`config.mk`:
```
export PLATFORM = sky130hd
export DESIGN_NAME = ca_name_vector_checker_top
export DESIGN_NICKNAME = d
export VERILOG_FILES = /design/src/rtl/cnvc_pkg.sv /design/src/rtl/ca_name_vector_checker_top.sv
export VERILOG_INCLUDE_DIRS = /design/src /design/src/rtl
export SDC_FILE = /design/constraint.sdc
export NUM_CORES = 1
export LEC_CHECK = 0
export BUFFER_PORTS_ARGS = -buffer_cell sky130_fd_sc_hd__buf_2
export CAP_MARGIN = 30
export CORE_UTILIZATION = 40
export CTS_CLUSTER_DIAMETER = 100
export CTS_CLUSTER_SIZE = 24
export DETAILED_ROUTE_END_ITERATION = 8
export PLACE_DENSITY = 0.66
export SLEW_MARGIN = 5
export SYNTH_ARGS = -nofsm -noshare
export SYNTH_HDL_FRONTEND = slang
export SYNTH_SLANG_ARGS = --single-unit
```
`constraint.sdc`:
```
create_clock -name clk -period 4.75 [get_ports clk]
set_input_delay 0.2375 -clock clk [delete_from_list [all_inputs] [get_ports clk]]
set_output_delay 0.2375 -clock clk [all_outputs]
set_load 0.03 [all_outputs]
```
`src/rtl/ca_name_vector_checker_top_macros.svh`:
```
// Assertion macros shared by the checker RTL.
`ifndef CA_NAME_VECTOR_CHECKER_TOP_MACROS_SVH
`define CA_NAME_VECTOR_CHECKER_TOP_MACROS_SVH

// Same-cycle implication, disabled while in reset.
`define CNVC_ASSERT_NOW(label, ante, cons, msg) \
    label: assert property (@(posedge clk) disable iff (!rst_n) (ante) |-> (cons)) \
        else $error(msg);

// Next-cycle implication, disabled while in reset.
`define CNVC_ASSERT_NEXT(label, ante, cons, msg) \
    label: assert property (@(posedge clk) disable iff (!rst_n) (ante) |=> (cons)) \
        else $error(msg);

`endif

```
`src/rtl/cnvc_pkg.sv`:
```
package cnvc_pkg;

    localparam int unsigned DATA_W   = 8;
    localparam int unsigned COUNT_W  = 17;
    localparam int unsigned LEN_W    = 16;
    localparam int unsigned NAMES_W  = 15;
    localparam int unsigned ERR_W    = 3;
    localparam int unsigned RESULT_W = 1 + ERR_W + NAMES_W;
    localparam int unsigned M_DATA_W = ((RESULT_W + 7) / 8) * 8;

    localparam logic [COUNT_W-1:0] COUNT_SAT = 17'd65538;
    localparam logic [COUNT_W-1:0] COUNT_MAX = 17'd65537;
    localparam logic [COUNT_W-1:0] PREFIX_LEN = 17'd2;
    localparam logic [NAMES_W-1:0] NAMES_SAT = '1;

    typedef enum logic [ERR_W-1:0] {
        ERR_NONE       = 3'd0,
        ERR_SIZE       = 3'd1,
        ERR_LEN_MISMATCH = 3'd2,
        ERR_NAME_LEN_CUT = 3'd3,
        ERR_NAME_BAD   = 3'd4,
        ERR_LIST_EMPTY = 3'd5
    } err_code_t;

endpackage

```
`src/rtl/ca_name_vector_checker_top.sv`:
```
// Channel   | Dir | Beat contents (low bit first)
// ----------+-----+------------------------------------------------------
// s_axis    | in  | tdata: data_byte[7:0]; tlast: last
// m_axis    | out | tdata: ok, error_code[2:0], name_count[14:0], zero pad
// cfg       | in  | cfg_wdata: require_nonempty, written when cfg_we is high
//
// One byte is accepted per cycle while s_axis_tready is high; the parse state updates at the accepting edge.
// A verdict appears on m_axis in the cycle after the byte flagged tlast is taken.
// s_axis stalls only while a verdict waits in the output register and m_axis_tready is low.
// rst_n clears the parse state, the output register and require_nonempty.
`include "ca_name_vector_checker_top_macros.svh"

module ca_name_vector_checker_top (
    input  logic                         clk,
    input  logic                         rst_n,
    input  logic                         cfg_we,
    input  logic                         cfg_wdata,      // require_nonempty
    input  logic                         s_axis_tvalid,
    output logic                         s_axis_tready,
    input  logic [cnvc_pkg::DATA_W-1:0]  s_axis_tdata,   // data_byte[7:0]
    input  logic                         s_axis_tlast,   // last
    output logic                         m_axis_tvalid,
    input  logic                         m_axis_tready,
    output logic [cnvc_pkg::M_DATA_W-1:0] m_axis_tdata   // ok, error_code, name_count, pad
);
    import cnvc_pkg::*;

    typedef enum logic [2:0] {
        PH_OUTER_HI,
        PH_OUTER_LO,
        PH_NAME_HI,
        PH_NAME_LO,
        PH_BODY,
        PH_SKIP
    } phase_t;

    phase_t               phase_reg, phase_next;
    logic [COUNT_W-1:0]   byte_count_reg, byte_count_next;
    logic [LEN_W-1:0]     declared_length_reg, declared_length_next;
    logic [LEN_W-1:0]     name_left_reg, name_left_next;
    logic [DATA_W-1:0]    name_len_high_reg, name_len_high_next;
    err_code_t            first_error_reg, first_error_next;
    logic [NAMES_W-1:0]   names_seen_reg, names_seen_next;
    logic                 require_nonempty_reg;

    logic                 out_valid_reg, out_valid_next;
    logic                 ok_reg, ok_next;
    err_code_t            err_reg, err_next;
    logic [NAMES_W-1:0]   count_reg, count_next;

    logic                 in_acc;
    logic [LEN_W-1:0]     name_len;
    err_code_t            name_err;
    err_code_t            verdict;

    assign s_axis_tready = !out_valid_reg || m_axis_tready;
    assign in_acc        = s_axis_tvalid && s_axis_tready;
    assign name_len      = {name_len_high_reg, s_axis_tdata};

    always_comb
    begin
        phase_next           = phase_reg;
        byte_count_next      = byte_count_reg;
        declared_length_next = declared_length_reg;
        name_left_next       = name_left_reg;
        name_len_high_next   = name_len_high_reg;
        first_error_next     = first_error_reg;
        names_seen_next      = names_seen_reg;

        if (byte_count_reg < COUNT_SAT)
        begin
            byte_count_next = byte_count_reg + COUNT_W'(1);
        end

        unique case (phase_reg)
            PH_OUTER_HI:
            begin
                declared_length_next = {s_axis_tdata, DATA_W'(0)};
                phase_next           = PH_OUTER_LO;
            end
            PH_OUTER_LO:
            begin
                declared_length_next = {declared_length_reg[LEN_W-1:DATA_W], s_axis_tdata};
                phase_next           = PH_NAME_HI;
            end
            PH_NAME_HI:
            begin
                name_len_high_next = s_axis_tdata;
                phase_next         = PH_NAME_LO;
            end
            PH_NAME_LO:
            begin
                if (name_len == '0)
                begin
                    if (first_error_reg == ERR_NONE)
                    begin
                        first_error_next = ERR_NAME_BAD;
                    end
                    phase_next = PH_SKIP;
                end
                else
                begin
                    name_left_next = name_len;
                    phase_next     = PH_BODY;
                end
            end
            PH_BODY:
            begin
                if (name_left_reg != '0)
                begin
                    name_left_next = name_left_reg - LEN_W'(1);
                end
                if (name_left_next == '0)
                begin
                    if (names_seen_reg != NAMES_SAT)
                    begin
                        names_seen_next = names_seen_reg + NAMES_W'(1);
                    end
                    phase_next = PH_NAME_HI;
                end
            end
            PH_SKIP:
            begin
                phase_next = PH_SKIP;
            end
            default:
            begin
                phase_next = PH_SKIP;
            end
        endcase

        // fold in a vector that ends mid-name
        name_err = first_error_next;
        if (first_error_next == ERR_NONE)
        begin
            if (phase_next == PH_NAME_LO)
            begin
                name_err = ERR_NAME_LEN_CUT;
            end
            else if (phase_next == PH_BODY && name_left_next != '0)
            begin
                name_err = ERR_NAME_BAD;
            end
        end

        priority if (byte_count_next < PREFIX_LEN || byte_count_next > COUNT_MAX)
        begin
            verdict = ERR_SIZE;
        end
        else if ({1'b0, declared_length_next} != byte_count_next - PREFIX_LEN)
        begin
            verdict = ERR_LEN_MISMATCH;
        end
        else if (name_err != ERR_NONE)
        begin
            verdict = name_err;
        end
        else if (require_nonempty_reg && declared_length_next == '0)
        begin
            verdict = ERR_LIST_EMPTY;
        end
        else
        begin
            verdict = ERR_NONE;
        end

        out_valid_next = out_valid_reg && !m_axis_tready;
        ok_next        = ok_reg;
        err_next       = err_reg;
        count_next     = count_reg;

        if (in_acc && s_axis_tlast)
        begin
            out_valid_next = 1'b1;
            ok_next        = (verdict == ERR_NONE);
            err_next       = verdict;
            count_next     = (verdict == ERR_NONE) ? names_seen_next : '0;
        end
    end

    always_ff @(posedge clk or negedge rst_n)
    begin
        if (!rst_n)
        begin
            phase_reg            <= PH_OUTER_HI;
            byte_count_reg       <= '0;
            declared_length_reg  <= '0;
            name_left_reg        <= '0;
            name_len_high_reg    <= '0;
            first_error_reg      <= ERR_NONE;
            names_seen_reg       <= '0;
            require_nonempty_reg <= 1'b0;
            out_valid_reg        <= 1'b0;
            ok_reg               <= 1'b0;
            err_reg              <= ERR_NONE;
            count_reg            <= '0;
        end
        else
        begin
            if (cfg_we)
            begin
                require_nonempty_reg <= cfg_wdata;
            end
            out_valid_reg <= out_valid_next;
            ok_reg        <= ok_next;
            err_reg       <= err_next;
            count_reg     <= count_next;
            if (in_acc)
            begin
                if (s_axis_tlast)
                begin
                    // start a fresh vector on the next beat
                    phase_reg           <= PH_OUTER_HI;
                    byte_count_reg      <= '0;
                    declared_length_reg <= '0;
                    name_left_reg       <= '0;
                    name_len_high_reg   <= '0;
                    first_error_reg     <= ERR_NONE;
                    names_seen_reg      <= '0;
                end
                else
                begin
                    phase_reg           <= phase_next;
                    byte_count_reg      <= byte_count_next;
                    declared_length_reg <= declared_length_next;
                    name_left_reg       <= name_left_next;
                    name_len_high_reg   <= name_len_high_next;
                    first_error_reg     <= first_error_next;
                    names_seen_reg      <= names_seen_next;
                end
            end
        end
    end

    assign m_axis_tvalid = out_valid_reg;
    assign m_axis_tdata  = {(M_DATA_W - RESULT_W)'(0), count_reg, err_reg, ok_reg};

    `CNVC_ASSERT_NOW(a_ok_iff_no_error, m_axis_tvalid, ok_reg == (err_reg == ERR_NONE), "ok flag disagrees with error code")
    `CNVC_ASSERT_NOW(a_count_zero_on_fail, m_axis_tvalid && !ok_reg, count_reg == '0, "name count nonzero on failed vector")
    `CNVC_ASSERT_NEXT(a_last_clears_parse, in_acc && s_axis_tlast, byte_count_reg == '0 && phase_reg == PH_OUTER_HI && m_axis_tvalid, "final beat did not restart parse or post verdict")
    `CNVC_ASSERT_NOW(a_skip_has_error, phase_reg == PH_SKIP, first_error_reg == ERR_NAME_BAD, "skip phase without a recorded name error")

endmodule
```
==> impl_metrics.py <==
metrics = {
    "timing": {
        "fin_skew_ps": 6.36,
        "maxSlewViolCount": 0,
        "fmax_ghz": 0.226,
        "final.setup.tns_ps": 0,
        "relSlewSlack_pct": 37.4,
        "fin_crit_ps": 4430,
        "min_period_over_period_pct": 93.3,
        "worst_pin_slew_ps": 928,
        "final-hold-violation-count": 0,
        "setup_viol": 0,
        "rsz0062_at_grt": "no",
    },
    "setup_path": {
        "worstPathMaxFanout": 19,
        "crit_family": "simple AND/OR/NAND/NOR gates",
        "crit_required_ps": 5000,
        "start_kind": "register",
        "crit_path_frequent_cell": "nor4_4",
        "max_stage_delay_ps": 520,
        "path_cells": "nor4_4, a41o_1, mux2i_1, ha_1, xor2_1, xnor2_1, or4_1, a221o_1, nor4_4, nand4_4, o32a_1",
        "worstSetupPathType": "register to register",
        "endpoint_kind": "register",
        "cp_slowest_cell": "dfrtp_1",
        "path_buf_inv": 0,
        "cp.arrival_ps": 4680,
    },
    "final_layout": {
        "nFillCells": 1685,
        "largest_register_ffs": 17,
        "num_antenna_cells": 0,
        "final_nets": 802,
        "final-instance-count-excl-fill": 1007,
        "area_growth_syn_to_layout_pct": 8.19,
        "drive_above_1_share_pct": 14.2,
    },
    "drt": {
        "drt_iter0_markers": 521,
        "via_per_inst": 6.16,
        "ant_nets": 0,
        "drc": 0,
        "dr_total_vias": 6203,
        "wl_per_cell_um": 19.4,
        "dr.pass1.iters": 5,
        "wl_um": 19500,
    },
    "clock_network": {
        "cts.clk_slew.worst_paths_ps": 70,
        "cts_tree": "done",
        "post-cts-setup-buffer-count": 0,
        "cts_buffers": 9,
        "root_buffer": "clkbuf_16",
        "worst_skew_pair.late_latency_ps": 360,
        "clkSinkCount": 99,
        "htree_num_levels": 3,
        "clockBufferDepth": 2,
    },
    "die": {
        "pin_count": 41,
        "rows": 47,
        "die-area_um2": 17900,
        "fp.dieH_um": 134,
        "initial_utilization_pct": 41.5,
        "die_x_um": 134,
        "core_area_um2": 16800,
    },
    "logic_synthesis": {
        "ys_seq_area_share_pct": 35.6,
        "syn_inst": 782,
        "synth_cell_types": 85,
        "syn_area_um2": 6950,
        "yosys_warnings": 0,
        "synth_ff_type": "dfrtp_1",
        "ys_seq_elements": 99,
        "avgSynthCellArea_um2": 8.89,
        "synth_edf_count": 0,
        "async_flop_share_pct": 100,
    },
    "global_routing": {
        "antenna_found_initial": 0,
        "grt_pass1_wl_um": 31600,
        "gr-total-overflow": 0,
        "first_global_vias": 5864,
        "grt_use_total_pct": 22.5,
        "grt_max_degree": 60,
    },
    "placed_design": {
        "dp_hpwl_um": 13400,
        "portBuffers": 35,
        "dp.cells": 990,
        "place.gp.congestion": 0.917,
    },
    "job": {
        "maxCapViolCount": 0,
    },
    "pwr": {
        "ir_drop_uv": 365,
        "p_leak_nw": 3.10,
        "p_per_area_nw_per_um2": 478,
    },
    "min_path": {
        "hold_path.class": "input pin to register",
    },
    "outcome": {
        "status": "finished clean",
    },
}
[area by class of cell]
class                           instances  area (um^2)  area share, %
Inverter                               12         45.0          0.599
Sequential cell                        99         2480           32.9
Tap cell                              220          275           3.66
Clock buffer                           11          243           3.23
Clock inverter                          5         68.8          0.915
Timing Repair Buffer                   51          304           4.04
Multi-Input combinational cell        609         4110           54.6
[stage by stage]
stage / power [mW] / worst slack [ps] / hold WS (ps) / instance area [um^2] / utilization (%)
2_1_floorplan: 2.43 / 948 / -58.1 / 6970 / -
3_3_place_gp: 2.77 / 467 / 376 / 7190 / 42.9
3_5_place_dp: 2.79 / 391 / 369 / 7200 / 42.9
4_1_cts: 3.59 / 357 / 100 / 7520 / 44.9
5_1_grt: 3.81 / 63.4 / 109 / 7520 / 44.9
6_report: 3.60 / 320 / 108 / 7520 / 44.9
[power breakdown]
part	switching (mW)	leakage [nW]	internal (mW)	total [mW]
combinational	1.01	1.59	0.659	1.67
clock	0.356	0.150	0.433	0.789
sequential	0.179	1.35	0.955	1.13
[routing by layer]
metal	vias up	global-route usage [%]	part of all wire (%)
li1	2905	-	-
met1	3031	30.9	46
met2	222	34.7	46
met3	45	4.23	5.7
met4	0	9.72	2.7
met5	-	0	0
[final timing paths]
| kind | startpoint | endpoint | slack [ps] | depth (start not counted) |
|---|---|---|---|---|
| max | byte_count_reg[14] | err_reg[1] | 320 | 11 |
| min | cfg_wdata | require_nonempty_reg | 110 | 2 |
| max reg2reg | byte_count_reg[14] | err_reg[1] | 320 | 11 |
| min reg2reg | count_reg[0] | count_reg[0] | 480 | 2 |
| max in group asynchronous | rst_n | name_len_high_reg[6] | 3200 | 3 |
| min in group asynchronous | rst_n | byte_count_reg[4] | 490 | 2 |
[kinds of logic (layout without fill, tap and decap cells)]
family	Yosys count	in the layout	synth area share (%)
xor gates and xnor gates	53	53	6.79
and+or+nand+nor	296	296	23.7
DFF	99	99	35.6
adders and majority gates	5	5	0.900
muxes	28	28	4.07
buffers and inverters	78	79	5.56
other	1	5	0.0540
AOI/OAI and AO/OA	222	222	23.3
[synthesized netlist by cell type (6+ instances only)]
cell type / instances / area share (%)
o31ai_1: 12 / 1.3
nor2b_1: 6 / 0.54
buf_4: 9 / 0.97
buf_6: 6 / 0.97
a22oi_1: 6 / 0.65
o41ai_2: 9 / 2.1
buf_2: 12 / 0.86
o41ai_1: 9 / 1.1
dfrtp_1: 99 / 36
nand4_1: 14 / 1.3
nor4_1: 11 / 0.99
nand2_1: 82 / 4.4
a31oi_1: 8 / 0.72
mux2i_1: 26 / 3.7
and3_1: 12 / 1.1
or3_1: 10 / 0.90
xnor2_1: 36 / 4.5
nor2_1: 59 / 3.2
o21ai_0: 62 / 4.5
clkbuf_1: 39 / 2.1
nor3_1: 28 / 2.0
a211oi_1: 6 / 0.65
a22o_1: 26 / 3.3
a21oi_1: 27 / 1.9
o22ai_1: 8 / 0.72
nand3_1: 21 / 1.5
inv_1: 12 / 0.65
xor2_1: 16 / 2.0
[what timing repair did]
action,in CTS,in global routing
hold buffers,1,0
resized for setup,0,0
hold endpoints to repair,31,0
[layout by cell type, fill, tap and decap left out, types with 6 or more instances in the layout]
cell / instances
o22ai_1: 8
dfrtp_1: 99
inv_1: 12
xor2_1: 16
mux2i_1: 26
xnor2_1: 36
nor2b_1: 6
buf_4: 15
nor3_1: 27
nor2_1: 59
a22o_1: 26
a22oi_1: 6
nand4_1: 14
and3_1: 12
nor4_1: 11
or3_1: 10
nand3_1: 21
a31oi_1: 8
o41ai_1: 9
clkbuf_16: 9
nor3_2: 6
o31ai_1: 12
o41ai_2: 9
a21oi_1: 27
o21ai_0: 62
buf_2: 34
a211oi_1: 6
nand2_1: 82
No activity file was read; power rests on OpenSTA's default activity.
